File: src/design/psrrd_pkg.sv
// ----------------------------------------------------------------------------
// psrrd_pkg: shared types for the process slot round-robin dispatcher
// Command and response beats, operation and status codes, default sizing.
// ----------------------------------------------------------------------------
package psrrd_pkg;

	localparam int SLOT_W        = 4;
	localparam int DEFAULT_SLOTS = 16;

	typedef enum logic [1:0] {
		FN_ALLOC = 2'd0,
		FN_READY = 2'd1,
		FN_YIELD = 2'd2,
		FN_STOP  = 2'd3
	} func_t;

	typedef enum logic [1:0] {
		ST_OK          = 2'd0,
		ST_NO_FREE     = 2'd1,
		ST_QUEUE_EMPTY = 2'd2,
		ST_NOT_ALLOC   = 2'd3
	} status_t;

	typedef struct packed {
		func_t             func;
		logic [SLOT_W-1:0] slot_id;
	} cmd_t;

	typedef struct packed {
		status_t           status;
		logic [SLOT_W-1:0] granted_slot;
		logic [SLOT_W-1:0] running_slot;
		logic              running_valid;
	} rsp_t;

endpackage

File: src/design/process_slot_round_robin_dispatcher.sv
// ----------------------------------------------------------------------------
// process_slot_round_robin_dispatcher: round-robin process slot dispatcher
// Free list, FIFO ready queue and one running slot over a fixed slot table.
// ----------------------------------------------------------------------------
// Usage:
//   Command channel (cmd_valid / cmd_stall / cmd) carries one operation per
//   beat: allocate, make a slot ready, yield, or stop the running slot.
//   Response channel (rsp_valid / rsp_stall / rsp) returns exactly one beat
//   per command with status, granted slot and the slot now running.
//   A command beat passes the command register, then the response register,
//   before response valid. One command per cycle is sustained while the
//   response is not stalled; all list work is head/tail pointer updates,
//   and the link table's registered read of each list's next head is issued
//   the cycle a head moves, so it is ready for the following command.
//   After reset every slot is free, the free list runs from the highest slot
//   down to slot 0, the ready queue is empty and nothing runs. No clearing
//   pass is needed; commands are taken right after reset.
//   When the receiver stalls, the response holds; a command already
//   registered waits and cmd_stall rises until the response is taken.
// ----------------------------------------------------------------------------
module process_slot_round_robin_dispatcher import psrrd_pkg::*; #(
	parameter int SLOTS = DEFAULT_SLOTS
) (
	input  logic clk,
	input  logic arst_n,
	input  logic cmd_valid,
	output logic cmd_stall,
	input  cmd_t cmd,
	output logic rsp_valid,
	input  logic rsp_stall,
	output rsp_t rsp
);

	localparam int IW = $clog2(SLOTS);
	localparam int XW = ((IW > SLOT_W) ? IW : SLOT_W) + 1;

	function automatic logic [SLOT_W-1:0] to_port(input logic [IW-1:0] v);
		logic [XW-1:0] t;
		t = XW'(v);
		return t[SLOT_W-1:0];
	endfunction

	// command register
	logic          vld_s1;
	cmd_t          cmd_s1;
	// list state
	logic [IW-1:0] free_head_q, free_tail_q, ready_head_q, ready_tail_q, cur_q;
	logic          free_empty_q, ready_empty_q, cur_vld_q;
	logic [SLOTS-1:0] alloc_q;
	// pending link overrides for each list head
	logic          ovr_f_q, ovr_r_q;
	logic [IW-1:0] ovr_f_d_q, ovr_r_d_q;
	// response register
	logic          rsp_vld_q;
	rsp_t          rsp_q;

	logic          go;
	logic [IW-1:0] rd_f, rd_r, free_nxt, ready_nxt;
	logic          we;
	logic [IW-1:0] waddr, wdata;
	logic [IW-1:0] n_free_head, n_free_tail, n_ready_head, n_ready_tail, n_cur;
	logic          n_free_empty, n_ready_empty, n_cur_vld;
	logic [SLOTS-1:0] n_alloc;
	logic          f_adv, f_set, r_adv, r_set;
	status_t       status;
	logic [IW-1:0] granted;
	logic [XW-1:0] sid_x;
	logic [IW-1:0] sid_i;
	logic          sid_ok;

	assign go        = vld_s1 && !(rsp_vld_q && rsp_stall);
	assign cmd_stall = vld_s1 && rsp_vld_q && rsp_stall;

	assign free_nxt  = ovr_f_q ? ovr_f_d_q : rd_f;
	assign ready_nxt = ovr_r_q ? ovr_r_d_q : rd_r;

	assign sid_x  = XW'(cmd_s1.slot_id);
	assign sid_i  = sid_x[IW-1:0];
	assign sid_ok = (sid_x < XW'(SLOTS)) && alloc_q[sid_i];

	psrrd_link_mem #(.SLOTS(SLOTS)) u_link (
		.clk     (clk),
		.arst_n  (arst_n),
		.we      (go && we),
		.waddr   (waddr),
		.wdata   (wdata),
		.re_a    (go && f_adv),
		.raddr_a (n_free_head),
		.rdata_a (rd_f),
		.re_b    (go && r_adv),
		.raddr_b (n_ready_head),
		.rdata_b (rd_r)
	);

	// execute one command against the lists
	always_comb begin
		n_free_head   = free_head_q;
		n_free_tail   = free_tail_q;
		n_free_empty  = free_empty_q;
		n_ready_head  = ready_head_q;
		n_ready_tail  = ready_tail_q;
		n_ready_empty = ready_empty_q;
		n_cur         = cur_q;
		n_cur_vld     = cur_vld_q;
		n_alloc       = alloc_q;
		we            = 1'b0;
		waddr         = '0;
		wdata         = '0;
		f_adv         = 1'b0;
		f_set         = 1'b0;
		r_adv         = 1'b0;
		r_set         = 1'b0;
		status        = ST_OK;
		granted       = '0;
		case (cmd_s1.func)
			FN_ALLOC: begin
				if (free_empty_q) begin
					status = ST_NO_FREE;
				end else begin
					if (free_head_q == free_tail_q) begin
						n_free_empty = 1'b1;
					end else begin
						n_free_head = free_nxt;
						f_adv       = 1'b1;
					end
					n_alloc[free_head_q] = 1'b1;
					granted              = free_head_q;
				end
			end
			FN_READY: begin
				if (!sid_ok) begin
					status = ST_NOT_ALLOC;
				end else begin
					n_alloc[sid_i] = 1'b0;
					if (ready_empty_q) begin
						n_ready_head  = sid_i;
						n_ready_empty = 1'b0;
						r_set         = 1'b1;
					end else begin
						we    = 1'b1;
						waddr = ready_tail_q;
						wdata = sid_i;
					end
					n_ready_tail = sid_i;
				end
			end
			default: begin
				// requeue or free the running slot
				if (cur_vld_q) begin
					if (cmd_s1.func == FN_YIELD) begin
						if (ready_empty_q) begin
							n_ready_head  = cur_q;
							n_ready_empty = 1'b0;
							r_set         = 1'b1;
						end else begin
							we    = 1'b1;
							waddr = ready_tail_q;
							wdata = cur_q;
						end
						n_ready_tail = cur_q;
					end else begin
						if (free_empty_q) begin
							n_free_head  = cur_q;
							n_free_empty = 1'b0;
							f_set        = 1'b1;
						end else begin
							we    = 1'b1;
							waddr = free_tail_q;
							wdata = cur_q;
						end
						n_free_tail = cur_q;
					end
				end
				// dispatch the ready head
				if (n_ready_empty) begin
					status    = ST_QUEUE_EMPTY;
					n_cur_vld = 1'b0;
				end else begin
					n_cur     = n_ready_head;
					n_cur_vld = 1'b1;
					if (n_ready_head == n_ready_tail) begin
						n_ready_empty = 1'b1;
					end else begin
						n_ready_head = (we && waddr == ready_head_q) ? wdata : ready_nxt;
						r_adv        = 1'b1;
						r_set        = 1'b0;
					end
				end
			end
		endcase
	end

	// command register: load when not held
	always_ff @(posedge clk or negedge arst_n) begin
		if (!arst_n) begin
			vld_s1 <= 1'b0;
		end else if (!cmd_stall) begin
			vld_s1 <= cmd_valid;
		end
	end

	always_ff @(posedge clk) begin
		if (!cmd_stall && cmd_valid) begin
			cmd_s1 <= cmd;
		end
	end

	// commit list state and head overrides
	always_ff @(posedge clk or negedge arst_n) begin
		if (!arst_n) begin
			free_head_q   <= IW'(SLOTS - 1);
			free_tail_q   <= '0;
			free_empty_q  <= 1'b0;
			ready_head_q  <= '0;
			ready_tail_q  <= '0;
			ready_empty_q <= 1'b1;
			cur_q         <= '0;
			cur_vld_q     <= 1'b0;
			alloc_q       <= '0;
			ovr_f_q       <= 1'b1;
			ovr_f_d_q     <= IW'(SLOTS - 2);
			ovr_r_q       <= 1'b0;
			ovr_r_d_q     <= '0;
		end else if (go) begin
			free_head_q   <= n_free_head;
			free_tail_q   <= n_free_tail;
			free_empty_q  <= n_free_empty;
			ready_head_q  <= n_ready_head;
			ready_tail_q  <= n_ready_tail;
			ready_empty_q <= n_ready_empty;
			cur_q         <= n_cur;
			cur_vld_q     <= n_cur_vld;
			alloc_q       <= n_alloc;
			// free head link
			if (f_adv) begin
				ovr_f_q   <= we && (waddr == n_free_head);
				ovr_f_d_q <= wdata;
			end else if (f_set) begin
				ovr_f_q <= 1'b0;
			end else if (we && waddr == free_head_q) begin
				ovr_f_q   <= 1'b1;
				ovr_f_d_q <= wdata;
			end
			// ready head link
			if (r_adv) begin
				ovr_r_q   <= we && (waddr == n_ready_head);
				ovr_r_d_q <= wdata;
			end else if (r_set) begin
				ovr_r_q <= 1'b0;
			end else if (we && waddr == ready_head_q) begin
				ovr_r_q   <= 1'b1;
				ovr_r_d_q <= wdata;
			end
		end
	end

	// response register: hold while stalled
	always_ff @(posedge clk or negedge arst_n) begin
		if (!arst_n) begin
			rsp_vld_q <= 1'b0;
		end else if (go) begin
			rsp_vld_q <= 1'b1;
		end else if (!rsp_stall) begin
			rsp_vld_q <= 1'b0;
		end
	end

	always_ff @(posedge clk) begin
		if (go) begin
			rsp_q.status        <= status;
			rsp_q.granted_slot  <= to_port(granted);
			rsp_q.running_slot  <= n_cur_vld ? to_port(n_cur) : '0;
			rsp_q.running_valid <= n_cur_vld;
		end
	end

	assign rsp_valid = rsp_vld_q;
	assign rsp       = rsp_q;

endmodule

File: src/design/psrrd_link_mem.sv
// ----------------------------------------------------------------------------
// psrrd_link_mem: slot link table
// One write port, two registered read ports. Entries never written since
// reset read as their reset link (slot i points to slot i-1, slot 0 to 0).
// ----------------------------------------------------------------------------
module psrrd_link_mem import psrrd_pkg::*; #(
	parameter int SLOTS = DEFAULT_SLOTS,
	localparam int IW = $clog2(SLOTS)
) (
	input  logic          clk,
	input  logic          arst_n,
	input  logic          we,
	input  logic [IW-1:0] waddr,
	input  logic [IW-1:0] wdata,
	input  logic          re_a,
	input  logic [IW-1:0] raddr_a,
	output logic [IW-1:0] rdata_a,
	input  logic          re_b,
	input  logic [IW-1:0] raddr_b,
	output logic [IW-1:0] rdata_b
);

	logic [IW-1:0]    mem [SLOTS];
	logic [SLOTS-1:0] written_q;
	logic [IW-1:0]    rd_a_q, rd_b_q;
	logic [IW-1:0]    ra_a_q, ra_b_q;
	logic             rv_a_q, rv_b_q;

	function automatic logic [IW-1:0] reset_link(input logic [IW-1:0] idx);
		return (idx == '0) ? '0 : idx - IW'(1);
	endfunction

	// write and read the table
	always_ff @(posedge clk) begin
		if (we) begin
			mem[waddr] <= wdata;
		end
		if (re_a) begin
			rd_a_q <= mem[raddr_a];
			ra_a_q <= raddr_a;
		end
		if (re_b) begin
			rd_b_q <= mem[raddr_b];
			ra_b_q <= raddr_b;
		end
	end

	// track written entries, sample them with each read
	always_ff @(posedge clk or negedge arst_n) begin
		if (!arst_n) begin
			written_q <= '0;
			rv_a_q    <= 1'b0;
			rv_b_q    <= 1'b0;
		end else begin
			if (re_a) begin
				rv_a_q <= written_q[raddr_a];
			end
			if (re_b) begin
				rv_b_q <= written_q[raddr_b];
			end
			if (we) begin
				written_q[waddr] <= 1'b1;
			end
		end
	end

	// fall back to the reset link for untouched entries
	assign rdata_a = rv_a_q ? rd_a_q : reset_link(ra_a_q);
	assign rdata_b = rv_b_q ? rd_b_q : reset_link(ra_b_q);

endmodule

File: config.mk
export PLATFORM = sky130hd
export DESIGN_NAME = process_slot_round_robin_dispatcher
export DESIGN_NICKNAME = d
export VERILOG_FILES = /design/src/design/psrrd_pkg.sv /design/src/design/process_slot_round_robin_dispatcher.sv /design/src/design/psrrd_link_mem.sv
export SDC_FILE = /design/constraint.sdc
export NUM_CORES = 1
export LEC_CHECK = 0
export ABC_AREA = 1
export BUFFER_PORTS_ARGS = -buffer_cell sky130_fd_sc_hd__buf_2
export CORE_MARGIN = 1
export CORE_UTILIZATION = 50
export CTS_BUF_LIST = sky130_fd_sc_hd__clkbuf_4 sky130_fd_sc_hd__clkbuf_8
export CTS_CLUSTER_SIZE = 16
export DETAILED_ROUTE_END_ITERATION = 10
export PLACE_DENSITY = 0.69
export SLEW_MARGIN = 20
export SYNTH_ARGS = -nofsm -noshare
export SYNTH_HDL_FRONTEND = slang
export SYNTH_HIERARCHICAL = 1
export SYNTH_SLANG_ARGS = --single-unit
File: constraint.sdc
create_clock -name clk -period 3.2 [get_ports clk]
set_input_delay 0.48 -clock clk [delete_from_list [all_inputs] [get_ports clk]]
set_output_delay 0.48 -clock clk [all_outputs]
set_load 0.05 [all_outputs]
==> results of run 1 <==
==> through the flow <==
| stage | std cells | total power [mW] | instance area (um2) | utilization | hold WS [ns] |
|---|---|---|---|---|---|
| 2_1_floorplan | 1191 | 5.84 | 9570 | - | 0.184 |
| 3_3_place_gp | 1472 | 7.30 | 10300 | 0.552 | 0.448 |
| 3_5_place_dp | 1472 | 7.35 | 10300 | 0.552 | 0.455 |
| 4_1_cts | 1504 | 8.94 | 10700 | 0.575 | 0.124 |
| 5_1_grt | 1511 | 9.80 | 10900 | 0.582 | 0.154 |
| 6_report | 1511 | 9.21 | 10900 | 0.582 | 0.0998 |
==> power groups by stage <==
stage / sequential [mW] / combinational (mW) / clock [mW]
2_1_floorplan: 3.01 / 2.83 / 0
3_3_place_gp: 3.05 / 4.25 / 0
3_5_place_dp: 3.05 / 4.30 / 0
4_1_cts: 3.01 / 4.33 / 1.61
5_1_grt: 3.06 / 5.05 / 1.70
6_report: 3.02 / 4.61 / 1.57
==> layout make-up <==
class | count | area share
clock buffers | 20 | 0.0247
clock inverters | 12 | 0.0130
inverters | 137 | 0.0479
multi-input cells | 840 | 0.383
flip-flops and latches | 166 | 0.427
well taps | 234 | 0.0269
repair buffers | 101 | 0.0770
repair inverters | 1 | 0.000574
==> cell families after synthesis <==
| logic type | share of synthesized area |
|---|---|
| AND/OR/NAND/NOR | 0.287 |
| AO/OA/AOI/OAI | 0.126 |
| buffers and inverters | 0.0841 |
| flip-flops | 0.486 |
| XOR/XNOR | 0.00785 |
| adder cells (fa/ha/maj) | 0.00523 |
| multiplexers | 0.00314 |
==> worst max path at each step <==
stage	slack, ns	from	end	cells after the start
after global routing	-0.004	cmd_s1[4]	u_link/rd_b_q[1]	22
after global placement	0.002	cmd_s1[4]	u_link/rd_b_q[1]	22
final	0.18	cmd_s1[4]	u_link/rd_b_q[1]	22
after CTS	0.04	cmd_s1[4]	u_link/rd_b_q[1]	21
after floorplan	0.43	cmd_s1[4]	u_link/rd_b_q[2]	24
after detailed placement	-0.05	cmd_s1[5]	u_link/rd_b_q[1]	19
==> timing repair <==
item,in CTS,in global routing
cloned,0,3
gates resized for setup,3,20
buffers inserted,0,4
endpoints found under the setup margin,4,10
pin swaps,0,4
hold endpoints to repair,0,0
==> synth_stat cells (4+ instances only) <==
cell type and instances:
sky130_fd_sc_hd__a21oi_1 66, sky130_fd_sc_hd__buf_2 27, sky130_fd_sc_hd__buf_4 4, sky130_fd_sc_hd__buf_6 6
sky130_fd_sc_hd__clkbuf_1 10, sky130_fd_sc_hd__dfrtp_1 60, sky130_fd_sc_hd__dfstp_2 9, sky130_fd_sc_hd__edfxtp_1 97
sky130_fd_sc_hd__ha_1 4, sky130_fd_sc_hd__inv_1 123, sky130_fd_sc_hd__inv_2 12, sky130_fd_sc_hd__nand2_1 355
sky130_fd_sc_hd__nand2_4 7, sky130_fd_sc_hd__nand3_1 130, sky130_fd_sc_hd__nand3_4 5, sky130_fd_sc_hd__nand4_1 10
sky130_fd_sc_hd__nor2_1 73, sky130_fd_sc_hd__nor3_1 5, sky130_fd_sc_hd__o211ai_1 28, sky130_fd_sc_hd__o211ai_2 5
sky130_fd_sc_hd__o21ai_0 75, sky130_fd_sc_hd__o21ai_1 12, sky130_fd_sc_hd__o22ai_1 11, sky130_fd_sc_hd__or2_2 18
==> sequential cells by signal, indices dropped and copies added (netlist names), 2 cells and up <==
signal and flops:
alloc_q 16, cmd_s1 2, cur_q 4, free_head_q 4, free_tail_q 4, ovr_f_d_q 4
ovr_r_d_q 4, ready_head_q 4, ready_tail_q 4, rsp 11, sid_i 4, u_link/mem 64
u_link/ra_a_q 4, u_link/ra_b_q 4, u_link/rd_a_q 4, u_link/rd_b_q 4, u_link/written_q 16
==> layer usage <==
metal | part of all wire | GRT usage | vias to the layer above
met5 | 0 | 0 | -
li1 | - | - | 4123
met3 | 0.10 | 0.0656 | 33
met4 | 0.014 | 0.0763 | 0
met2 | 0.43 | 0.419 | 414
met1 | 0.45 | 0.437 | 3977
==> critical path, delay by kind of cell (launching register included) <==
kind	cells	cell delay [ns]
simple gates	15	1.61
compound gates	2	0.17
buf+inv	4	0.41
flops	1	0.41
fa+ha+maj	1	0.18
==> out/summary.md, run 1 <==
For the combined global-route utilization of all metal layers, the log shows 0.290. The fraction of final layout cells sized beyond drive strength 1 came out at 0.175. The first detailed-routing pass took 6 iterations.

The logs give -0.0496 ns for the pre-CTS setup slack and 4650 um2 for the sequential cell area. After filler insertion, the fill cell instance count of the layout stands at 1680. From bottom edge to top edge, the die measures 140 um. STA classifies the critical path endpoint as a flip-flop. For the number of synthesis warnings, the log shows 6. Detailed placement finished with a half-perimeter wire length of 20.5 mm. Buffers placed on the I/O ports in this run total 22. Number of distinct standard cells referenced by the synthesized netlist: 44. The run gives 0 as the number of pins with negative max-slew slack in the final report. For this design the static power due to leakage is 4.93 nW.

The run gives 0 ns as the final sum of negative setup slack. For this run, the slowest stage of the critical path takes 0.41 ns. For the net load switching power, the log shows 4.09 mW. The number of flops mapped to enable cells by yosys works out to 97.

The layout overhead on the synthesized area came out at 13.9%. The run finished with clean final reports. The worst hold path class is in2async.

Once detail routing completed, the nets flagged for antenna violations numbered 0. The floorplan has 50 rows. The logs give 0 for the count of antenna diodes in the layout and 18700 um2 for the core box area.

The number of storage elements in the synthesis netlist is 166, and the largest voltage drop on the vdd net is 0.000405 V. In the final layout, the multi-input gates occupy 4170 um2. The run gives 4 as the H-tree level count. The run gives 0.486 as the fraction of the yosys area taken by sequential cells. The fraction of power consumed by combinational cells is 0.501. After clock tree synthesis, the clock-pin slew on the worst setup and hold paths is 0.09 ns. The top-level I/O count is 23.

By instance count, the cell type seen most on the critical path is sky130_fd_sc_hd__nand2_1. After detailed routing, the number of remaining DRC violations is 0. For flop-to-flop paths, the worst setup slack is 0.18 ns. The tools report the clock network fraction of design power as 0.171.

Timing would allow up to 0.331 GHz. Leaving out fill and tap cells, the most frequent cell in the layout is sky130_fd_sc_hd__nand2_1. The count of routing violations after the opening detailed-route iteration is 988, and the detailed-route wire length per cell is 18.5 um.

The library cell contributing the largest single delay on the critical path is sky130_fd_sc_hd__edfxtp_1. The sequential share of power came out at 0.328. The tools report the total of max-cap violations as 0.

The proportion of synthesized flip-flops having asynchronous set or reset was 0.416; the power per cell area was 845 nW/um2. The run gives 0 as the final hold violation count. The overall die width is 140 um, and the summed instance area of the synthesized netlist is 9570 um2. Internal power comes to 5.12 mW. Synthesis handed over a netlist of 1191 instances. Leaving out fill and tap cells, the most frequent cells in the layout are 352 x sky130_fd_sc_hd__nand2_1, 130 x sky130_fd_sc_hd__nand3_1, 119 x sky130_fd_sc_hd__inv_1. After layout, the minimum clock period comes to 3.02 ns. The clock drives 166 sinks. The critical path arrival is 3.25 ns, and the routability-driven placement congestion ratio is 1.01.

The fraction of synthesized cell area taken by the top area cell type is 0.305. The tools report the initial core utilization as 0.511. Of all cell types, the one taking the most synthesized area is sky130_fd_sc_hd__edfxtp_1. Initial antenna violation count: 0. The detail-routed via count per cell works out to 5.66. After global routing the overflow that remains totals 0.

The share of the cycle needed by the critical path after routing was 0.944. Once routing completed, OpenROAD measured the worst setup slack at 0.180 ns. For the final net count, the log shows 1278. The classification of the worst setup path is reg2reg.

The critical path goes through inv_2, ha_4, inv_2, nand2_1, nand2_2, nor2_4, nand3_1, nand2_1, nand2_1, nor2_4, nand2_2, nand2_1, nand3_1, nand2_2, nand2_4, inv_8, buf_4, a21oi_1, o21ai_0, nand3_1, nand3_1, nand2_1. Yosys attributes the largest share of cell area to sky130_fd_sc_hd__edfxtp_1 30%, sky130_fd_sc_hd__dfrtp_1 16%, sky130_fd_sc_hd__nand2_1 14%. The tools report the maximum clock skew at final layout as 0.0121 ns.

The root buffer cell chosen for the clock tree is sky130_fd_sc_hd__clkbuf_8. In this run the mean area of a mapped cell was 8.03 um2. For the worst slew slack as a fraction of its limit, the log shows 0.433. Buffers inserted to repair hold after CTS numbered 0.

TritonCTS built the clock tree. The logs give 2 for the worst-case clock buffer depth and 28.0 mm for the final wirelength. Among all flip-flop cells after synthesis, the most frequent one is sky130_fd_sc_hd__edfxtp_1.

The worst reg2reg path depth is 22. Maximum fanout along the worst path: 6. The via count of the first global-routing pass was 7738; the clock insertion delay at the later pin of the skew report was 0.48 ns. The number of nets in the synthesized netlist is 1205, and the slew of the pin with the lowest slew margin is 0.851 ns.

The switching portion of total power is 0.444. The tools report the number of setup violations in the final report as 0. The critical path launch point type is a flip-flop. The endpoint identified for the worst register-to-register timing path is u_link/rd_b_q[1]. The die covers 19700 um2. At the worst endpoint, the required time is 3.43 ns.

In this run the critical register-to-register path is launched from cmd_s1[4]. The final route contains 8547 vias. The run gives 17 as the number of CTS-inserted buffers. The first global-routing pass estimated 43.1 mm of wire. Entering global routing, the biggest net connects 49 pins.
No activity file was read; power rests on OpenSTA's default activity.
==> inputs of run 2 (changes only) <==
--- a/config.mk
+++ b/config.mk
@@ -8,11 +8,11 @@
 export ABC_AREA = 1
 export BUFFER_PORTS_ARGS = -buffer_cell sky130_fd_sc_hd__buf_2
 export CORE_MARGIN = 1
-export CORE_UTILIZATION = 50
+export CORE_UTILIZATION = 23
 export CTS_BUF_LIST = sky130_fd_sc_hd__clkbuf_4 sky130_fd_sc_hd__clkbuf_8
 export CTS_CLUSTER_SIZE = 16
 export DETAILED_ROUTE_END_ITERATION = 10
-export PLACE_DENSITY = 0.69
+export PLACE_DENSITY = 0.4
 export SLEW_MARGIN = 20
 export SYNTH_ARGS = -nofsm -noshare
 export SYNTH_HDL_FRONTEND = slang
==> run 2 against run 1 <==
Effect of this change:
- clock skew rose by 0.016 ns
- power rose by 2.4%
- first-iteration DRC count is 40% lower
- register-to-register slack barely moved
- combinational power rose by 4.6%
- maximum frequency up 0.15%
- critical path type unchanged
- largest power group unchanged
- highest routed layer unchanged
==> out/summary.md, run 2 (same netlist as run 1, synthesis figures left out) <==
The number of buffer cells added on primary ports is 22 (unchanged), and the count of TritonRoute iterations in the first routing pass is 5 (-1). The post-route antenna net violation count came out at 0 (unchanged). The number of placed instances, taps included was 1778 (+21%); the overall die width was 206 um (+47%). The global-route wire length before repair is 49.8 mm (+15%).

For the core box area, the log shows 40900 um2 (+120%). The leakage component of the power came out at 4.96 nW (+0.56%). Fraction of power consumed by combinational cells: 0.512 (+0.011). The layout overhead on the synthesized area was 18.6%.

The pin count of the biggest net entering global routing is 57 (+16%), and the total buffers and inverters traversed by the critical path is 4 (unchanged). The tools report the sequential share of power as 0.322 (-0.006). The detailed-route wire length per cell is 17.7 um (-4.5%), and the minimum setup slack among reg-to-reg paths is 0.18 ns (about the same). For the clock network fraction of design power, the log shows 0.166 (-0.005). The number of remaining DRC errors is 0 (unchanged). The largest registers in the layout are u_link/mem (64), alloc_q (16), u_link/written_q (16). The die boundary height was 206 um (+47%); the sum of internal, switching and leakage power was 9.43 mW (+2.4%).

The site row count was 74 (+48%); the share of the cycle needed by the critical path after routing was 0.942 (-0.00138). The final sum of negative setup slack is 0 ns (unchanged), and the number of flip-flops in the largest register is 64 (unchanged). The final standard cell area without fillers was 11300 um2 (+4.2%). The initial core utilization was 0.234 (-0.278); the fraction of final layout cells sized beyond drive strength 1 was 0.186 (+0.0106). The via count of the first global-routing pass was 8144 (+5.2%); the top-level I/O count was 23 (unchanged). Ranked by flip-flop count, first place goes to u_link/mem. TritonCTS built the clock tree. The required time at the endpoint of the critical path was 3.47 ns (+0.04 ns). The clock sink count is 166 (unchanged). The run gives 0 (unchanged) as the number of pins with negative max-slew slack in the final report.

The worst slew slack as a fraction of its limit was 0.444 (+0.0116). Worst reg2reg path depth: 20 (-9.1%). The tools report the highest achievable clock rate as 0.332 GHz (+0.15%). The worst register-to-register path begins at cmd_s1[4]. The via count came out at 8326 (-2.6%). Traced cell by cell, the critical path runs through inv_2, ha_4, inv_2, nand2_1, nand2_2, nor2_4, nand2_1, nor2_1, nand2_1, nor2_4, nand3_2, nand3_2, nand2_2, nand2_4, clkinv_4, clkbuf_16, o211ai_1, nand3_1, nand3_1, nand2_1.

The run finished with clean final reports. The switching portion of total power is 0.454 (+0.0100). The critical path launch point type was a flip-flop. The commonest non-fill, non-tap cell in the layout was sky130_fd_sc_hd__nand2_1. The run gives 3.28 ns (+0.03 ns) as the critical path arrival. The delay of the slowest cell on the worst path is 0.41 ns (about the same), and the final hold violation count is 0 (unchanged). The detail-routed via count per cell was 4.58 (-19%). The worst hold path class is in2async.

The cell that appears most often on the critical path is sky130_fd_sc_hd__nand2_1. The logs give 4 (unchanged) for the H-tree level count and 0 (unchanged) for the number of setup violations in the final report. The cell family contributing the most delay on the critical path is simple AND/OR/NAND/NOR gates. The worst register-to-register path ends at u_link/rd_b_q[3]. The run gives 0 (unchanged) as the total overflow reported by the global router.

The tools report the number of CTS-inserted buffers as 17 (unchanged). The full die area is 42400 um2 (+120%), and the final wirelength is 32.2 mm (+15%). The library cell contributing the largest single delay on the critical path is sky130_fd_sc_hd__edfxtp_1. Power per cell area: 831 nW/um2 (-1.7%). The largest voltage drop on the vdd net came out at 0.000367 V (-9.2%).

Filler cell count: 4447 (+160%). The worst-case clock buffer depth is 2 (unchanged). The clock slew at the register clock pins of the worst setup and hold paths came out at 0.10 ns (about the same).

The worst setup margin is 0.185 ns (+0.00442 ns), and the total of max-cap violations is 0 (unchanged). The tree is rooted in a sky130_fd_sc_hd__clkbuf_8. The worst setup path is of the reg2reg kind. The run gives -0.0845 ns (-0.0350 ns) as the pre-CTS setup slack. The tools report the net load switching power as 4.28 mW (+4.7%). The tools report the sort of element at the end of the critical path as a flip-flop. The library cells used most frequently in the layout, excluding fill and tap cells, are 352 x sky130_fd_sc_hd__nand2_1, 127 x sky130_fd_sc_hd__nand3_1, 118 x sky130_fd_sc_hd__inv_1. The number of standard cells in the layout, taps in and fillers out was 1818 (+20%). The final critical path time including I/O delays and setup is 3.02 ns (-0.00442 ns), and the initial antenna violation count is 1 (+1).

The logs give 10800 um2 (+4.3%) for the post-placement cell area and 1287 (+0.70%) for the final net count. The HPWL after detailed placement is 23.4 mm (+14%). The maximum clock skew at final layout was 0.0279 ns (+0.0157 ns); the routability-driven placement congestion ratio was 0.860 (-15%).

Maximum fanout along the worst path: 17 (+11). The slew of the pin with the lowest slew margin was 0.833 ns (-0.0174 ns). The count of routing violations after the opening detailed-route iteration is 590 (-40%), and the clock insertion delay at the later pin of the skew report is 0.50 ns (+0.02 ns). The combined global-route utilization of all metal layers is 0.158 (-0.132), and the internal portion of total power is 5.15 mW (+0.57%).
## run 2: changes by cell type in the layout (fill, tap and decap cells not counted), moves of 2 or more
cell                         change
sky130_fd_sc_hd__nand3_1         -3
sky130_fd_sc_hd__inv_8           -2
sky130_fd_sc_hd__nand3_2         +3
sky130_fd_sc_hd__o22ai_1         -4
sky130_fd_sc_hd__clkinv_1        -2
sky130_fd_sc_hd__clkinvlp_4      +2
sky130_fd_sc_hd__nor2_1          +4
sky130_fd_sc_hd__inv_2           +2
sky130_fd_sc_hd__o22ai_2         +4
sky130_fd_sc_hd__nor2_2          -4
sky130_fd_sc_hd__buf_4          +10
## run 2: power by group through the flow
| stage | clock network (mW) | logic, mW | registers (mW) |
|---|---|---|---|
| after detailed placement | 0 | 4.58 | 3.07 |
| after CTS | 1.63 | 4.60 | 3.03 |
| after global placement | 0 | 4.58 | 3.09 |
| after floorplan | 0 | 2.83 | 3.01 |
| after global routing | 1.70 | 5.37 | 3.08 |
| final | 1.57 | 4.82 | 3.04 |
## run 2: cell type report
cell class / instances / area [um2] / area share
Antenna cell: 1 / 2.50 / 0.000221
Clock buffer: 20 / 263 / 0.0232
Clock inverter: 11 / 125 / 0.0110
Inverter: 137 / 523 / 0.0461
Multi-Input combinational cell: 840 / 4200 / 0.370
Sequential cell: 166 / 4650 / 0.410
Tap cell: 532 / 666 / 0.0587
Timing Repair Buffer: 111 / 915 / 0.0806
## run 2: metrics by stage
step / utilization / hold slack, ns
after CTS: 0.273 / 0.0759
after global routing: 0.277 / 0.113
final: 0.277 / 0.0725
after detailed placement: 0.263 / 0.454
after global placement: 0.263 / 0.453
after floorplan: - / 0.184
## run 2: routing by layer
metal	track usage	routed length, um	vias to the layer above
met3	0.0255	1260	41
li1	-	-	4124
met5	0	0	-
met4	0.0473	594	0
met1	0.218	15300	3975
met2	0.253	15100	186
## run 2: worst max-delay path by stage
stage	from	to	depth (start not counted)
3_3_place_gp	cmd_s1[4]	u_link/rd_b_q[3]	18
5_1_grt	cmd_s1[4]	u_link/rv_b_q	25
6_report	cmd_s1[4]	u_link/rd_b_q[3]	20
3_5_place_dp	cmd_s1[4]	u_link/rd_b_q[2]	18
2_1_floorplan	cmd_s1[4]	u_link/rd_b_q[2]	24
4_1_cts	cmd_s1[4]	u_link/rd_b_q[2]	20
## run 2: timing repair
action	CTS	global route
cloned	0	2
endpoints found under the setup margin	4	6
hold endpoints to repair	0	0
pin swaps	0	8
setup buffers	0	6
resized for setup	1	25
hold buffers	0	0
